### config.mk
export PLATFORM = sky130hd
export DESIGN_NAME = pcstp_train
export DESIGN_NICKNAME = d
export VERILOG_FILES = /design/src/rtl/pcstp_pkg.sv /design/src/rtl/pcstp_train.sv
export SDC_FILE = /design/constraint.sdc
export NUM_CORES = 1
export LEC_CHECK = 0
export BUFFER_PORTS_ARGS = -buffer_cell sky130_fd_sc_hd__buf_4
export CAP_MARGIN = 20
export CORE_MARGIN = 2
export CORE_UTILIZATION = 25
export DETAILED_ROUTE_END_ITERATION = 16
export SETUP_SLACK_MARGIN = 0.02
export SLEW_MARGIN = 20
export SYNTH_ARGS = -nofsm -noshare
export SYNTH_HDL_FRONTEND = slang
export SYNTH_SLANG_ARGS = --single-unit
### constraint.sdc
create_clock -name vclk -period 11.8
set_input_delay 3.54 -clock vclk [all_inputs]
set_output_delay 3.54 -clock vclk [all_outputs]
set_load 0.01 [all_outputs]
### src/rtl/pcstp_pkg.sv
// ----------------------------------------------------------------------------
// pcstp_pkg
// Shared types and constants of the PC-indexed stride prefetcher.
// ----------------------------------------------------------------------------
`default_nettype none

package pcstp_pkg;

   localparam int TABLE_INDEX_BITS = 6;
   localparam int CONF_BITS        = 8;
   localparam int NUM_ENTRIES      = 1 << TABLE_INDEX_BITS;

   localparam int ADDR_W     = 48;
   localparam int PC_W       = 48;
   localparam int PAGE_SHIFT = 12;
   localparam int PAGE_W     = ADDR_W - PAGE_SHIFT;
   localparam int STRIDE_W   = PAGE_W + 1;
   localparam int THRESH_W   = 8;
   localparam int CMP_W      = (CONF_BITS > THRESH_W) ? CONF_BITS : THRESH_W;
   localparam int CSR_DATA_W = 8;
   localparam int CSR_IDX_W  = 1;

   localparam logic [CONF_BITS-1:0] CONF_MAX = {CONF_BITS{1'b1}};

   // Register indexes of the configuration port
   localparam logic [CSR_IDX_W-1:0] CSR_CONF_THRESHOLD = 1'd0;
   localparam logic [CSR_IDX_W-1:0] CSR_BACKWARD_EN    = 1'd1;

   localparam logic [THRESH_W-1:0] THRESHOLD_RESET = 8'd2;

   typedef logic [TABLE_INDEX_BITS-1:0] index_type;

   typedef struct packed {
      logic [PC_W-1:0]      tag;
      logic [PAGE_W-1:0]    last_page;
      logic [STRIDE_W-1:0]  stride;
      logic                 stride_known;
      logic [CONF_BITS-1:0] confidence;
   } entry_type;

   typedef struct packed {
      logic              issue;
      logic [PAGE_W-1:0] fwd_page;
      logic [PAGE_W-1:0] bwd_page;
   } train_result_type;

   typedef struct packed {
      logic [PAGE_W-1:0] prefetch_page;
      logic              is_backward;
      logic              last;
   } rsp_item_type;

   typedef enum logic {
      ST_IDLE,
      ST_LOOKUP
   } state_type;

endpackage

`default_nettype wire

### src/rtl/pcstp_train.sv
// ----------------------------------------------------------------------------
// pcstp_train
// Tag check, stride and confidence update, prefetch page generation.
// ----------------------------------------------------------------------------
`default_nettype none

module pcstp_train (
   input  wire pcstp_pkg::entry_type              cur_entry,
   input  wire logic [pcstp_pkg::PAGE_W-1:0]      page,
   input  wire logic [pcstp_pkg::PC_W-1:0]        pc,
   input  wire logic [pcstp_pkg::THRESH_W-1:0]    threshold,
   output pcstp_pkg::entry_type                   new_entry,
   output pcstp_pkg::train_result_type            result
);

   logic                              hit;
   logic [pcstp_pkg::STRIDE_W-1:0]    stride;
   logic [pcstp_pkg::CONF_BITS-1:0]   conf_up;

   assign hit     = (cur_entry.tag == pc);
   assign stride  = {1'b0, page} - {1'b0, cur_entry.last_page};
   assign conf_up = (cur_entry.confidence == pcstp_pkg::CONF_MAX) ?
                    pcstp_pkg::CONF_MAX : cur_entry.confidence + 1'b1;

   always_comb begin
      new_entry = cur_entry;
      new_entry.last_page = page;
      if (!hit) begin
         // reallocate
         new_entry.tag          = pc;
         new_entry.stride       = '0;
         new_entry.stride_known = 1'b0;
         new_entry.confidence   = '0;
      end else if (!cur_entry.stride_known) begin
         new_entry.stride       = stride;
         new_entry.stride_known = 1'b1;
         new_entry.confidence   = conf_up;
      end else if (cur_entry.stride == stride) begin
         new_entry.confidence   = conf_up;
      end else begin
         new_entry.stride       = stride;
         new_entry.confidence   = '0;
      end
   end

   assign result.issue = hit &&
      (pcstp_pkg::CMP_W'(new_entry.confidence) > pcstp_pkg::CMP_W'(threshold));
   assign result.fwd_page = page + new_entry.stride[pcstp_pkg::PAGE_W-1:0];
   assign result.bwd_page = page - new_entry.stride[pcstp_pkg::PAGE_W-1:0];

endmodule

`default_nettype wire
==> results_dict.tcl <==
set metrics [dict create \
    ios 425 \
    startpoint_type "primary input" \
    syn-instance-count 1266 \
    finalHoldViolations 0 \
    nets 2304 \
    port_buffers 425 \
    critical_path_class "primary input to output port" \
    nClkBuffers 0 \
    worstPathArrival_ns 8.21 \
    post-route-min-period_ns 11.75 \
    dpl.cell_count 2373 \
    ctsHoldBuffers 0 \
    drc 0 \
    die_h_um 186 \
    multi_input_area_sq_um 8260 \
    required_ns 8.26 \
    synthesis.area_sq_um 8310 \
    antenna_found_initial 1 \
    grt_pass1_vias 11616 \
    totalWireLength_mm 41.5 \
    dieWidth_um 186 \
    power_w 0.000662 \
    seq_area_sq_um 0 \
    synthAdderAreaFrac 0.182 \
    ir_drop_v 0.0000224 \
    p_per_area_nw_per_um2 42.4 \
    maxSlewHeadroom 0.562 \
    synthDistinctLibCells 75 \
    avgViaCountPerCell 4.80 \
    area_growth_pct 88.0 \
    placementRows 66 \
    worst_pin_slew_ns 0.648 \
    clock.fmax_ghz 0.0851 \
    antenna_left 0 \
    hold_class "primary input to output port" \
    outcome "completed" \
    syn-num-nets 1607 \
    num_vias 11544 \
    critPathCaptureType "output port" \
    p_leak_nw 7.80 \
    wl_per_cell_um 17.3 \
    drv_slew 0 \
    synth_mux_area_frac 0.00241 \
    fillCellCount 3265 \
    rsz0062_at_grt "true" \
    layout_worst_path_cycle_share 0.996 \
    grt_pass1_wl_mm 63.2 \
    cp_max_fo 4 \
    initial_utilization 0.255 \
    grt_max_degree 19 \
    dpl.hpwl_mm 36.3 \
    drive_gt1_frac 0.515 \
    dr.first_iter.drc_count 535 \
    synthXorXnorAreaFrac 0.199 \
    synth-seq-area-share 0 \
    die_area_sq_um 34700 \
    synth_area_per_cell_sq_um 6.57 \
    design.seq.count 0 \
    synth-compound-area-share 0.266 \
    grt_usage 0.223 \
    finalNonFillerCells 2404 \
    core_area_sq_um 32600 \
    setup_violations 0 \
    max_cap_viol_count 0 \
    dr.pass1.iters 5 \
    yosysWarnings 0 \
    grt_overflow_total 0 \
    yosys.area_share.simple 0.211 \
    synth_top_family_by_area "compound AO/OA/AOI/OAI gates" \
    gp_congestion 0.940 \
]
## timing repair
item                                   4_1_cts  5_1_grt
gates resized for setup                    135       97
setup buffers                               17       14
pin swaps                                   61       59
setup endpoints to repair                   25       13
endpoints found under the hold margin        0        0
## layer usage
layer / track usage / routed length, um / up-vias
li1: - / - / 5727
met1: 0.303 / 18900 / 5393
met2: 0.382 / 19400 / 384
met3: 0.0280 / 2500 / 40
met4: 0.0329 / 643 / 0
met5: 0 / 0 / -
## cell usage in the layout, fill, tap and decap left out, types with 11 or more instances in the layout
cell type / Yosys / final
nand2_1: 98 / 90
buf_6: 0 / 12
ha_1: 116 / 87
xor2_1: 88 / 87
inv_1: 131 / 125
nand4_1: 24 / 24
o21bai_1: 26 / 25
a21oi_1: 118 / 90
ha_4: 0 / 26
nor3_1: 23 / 20
buf_4: 39 / 816
o211ai_1: 11 / 11
a21oi_2: 1 / 22
o21ai_0: 40 / 25
xnor2_1: 90 / 86
nand3_1: 28 / 25
a21o_1: 17 / 17
nor2_1: 100 / 92
## synth_stat cells, types with 8 or more instances
cell      number  area, sq um
a211oi_1      16          120
a21o_1        17          128
a21oi_1      118          591
a31oi_1        9         56.3
buf_2         11         55.1
buf_4         39          293
clkbuf_1      84          315
ha_1         116         1450
inv_1        131          492
nand2_1       98          368
nand2b_1      15         93.8
nand3_1       28          140
nand4_1       24          150
nor2_1       100          375
nor2b_1        8         50.1
nor3_1        23          115
nor4_1        18          113
o211ai_1      11         82.6
o21a_1        11         82.6
o21ai_0       40          200
o21bai_1      26          195
o31ai_1       10         75.1
or3_1          8         50.1
xnor2_1       90          788
xor2_1        88          771
## kinds of logic after synthesis
logic type | count (synthesis)
xor gates and xnor gates | 182
adders and majority gates | 119
buffers and inverters | 267
and+or+nand+nor | 362
AOI/OAI and AO/OA | 334
muxes | 2
## critical path, stage by stage
cell and delay (ns):
buf_8 0.09, inv_6 0.03, ha_4 0.16, fa_2 0.39
nand2b_4 0.18, a211oi_2 0.26, o31a_1 0.21, buf_4 0.14
o21ai_2 0.04, and2_4 0.18, buf_6 0.11, xnor3_2 0.27
a2111o_1 0.44, nor4_4 0.29, nand4_1 0.21, nor4_4 0.26
a2bb2oi_4 0.13, a21oi_2 0.19, ha_1 0.28, nor2b_4 0.14
o21ai_2 0.11, nand2b_1 0.07, a21oi_1 0.14, o21ai_1 0.07
o211a_1 0.15, buf_6 0.12
## report_power, final
part	switching [W]	leakage [nW]	total, W	internal, W
clock	0	0.00000634	0.0000000000115	0.0000000000114
sequential	0	0	0	0
combinational	0.000320	7.80	0.000662	0.000342
## layout make-up
class / count / area share
multi-input combinational: 999 / 0.529
antenna: 1 / 0.000160
timing repair buffer: 831 / 0.404
inverter: 131 / 0.0318
tap: 442 / 0.0354
## metrics by stage
| stage | instance area (sq um) | utilization | setup TNS [ns] | hold slack (ns) | worst slack (ns) |
|---|---|---|---|---|---|
| finish | 15600 | 0.479 | 0 | 7.27 | 0.0474 |
| floorplan | 8310 | - | 0 | 7.16 | 0.277 |
| global route | 15600 | 0.479 | -0.253 | 7.28 | -0.143 |
| detailed placement | 14200 | 0.436 | -7.56 | 7.28 | -0.873 |
| global placement | 14200 | 0.436 | -5.39 | 7.27 | -0.732 |
| CTS | 15000 | 0.461 | 0 | 7.28 | 0.0145 |
## worst paths after layout
path / from / to / slack, ns / cells past startpoint
setup / recovery: page[0] / result[72] / 0.05 / 26
hold / removal: pc[44] / new_entry[126] / 7.27 / 2
(Power assumes the default switching activity.)
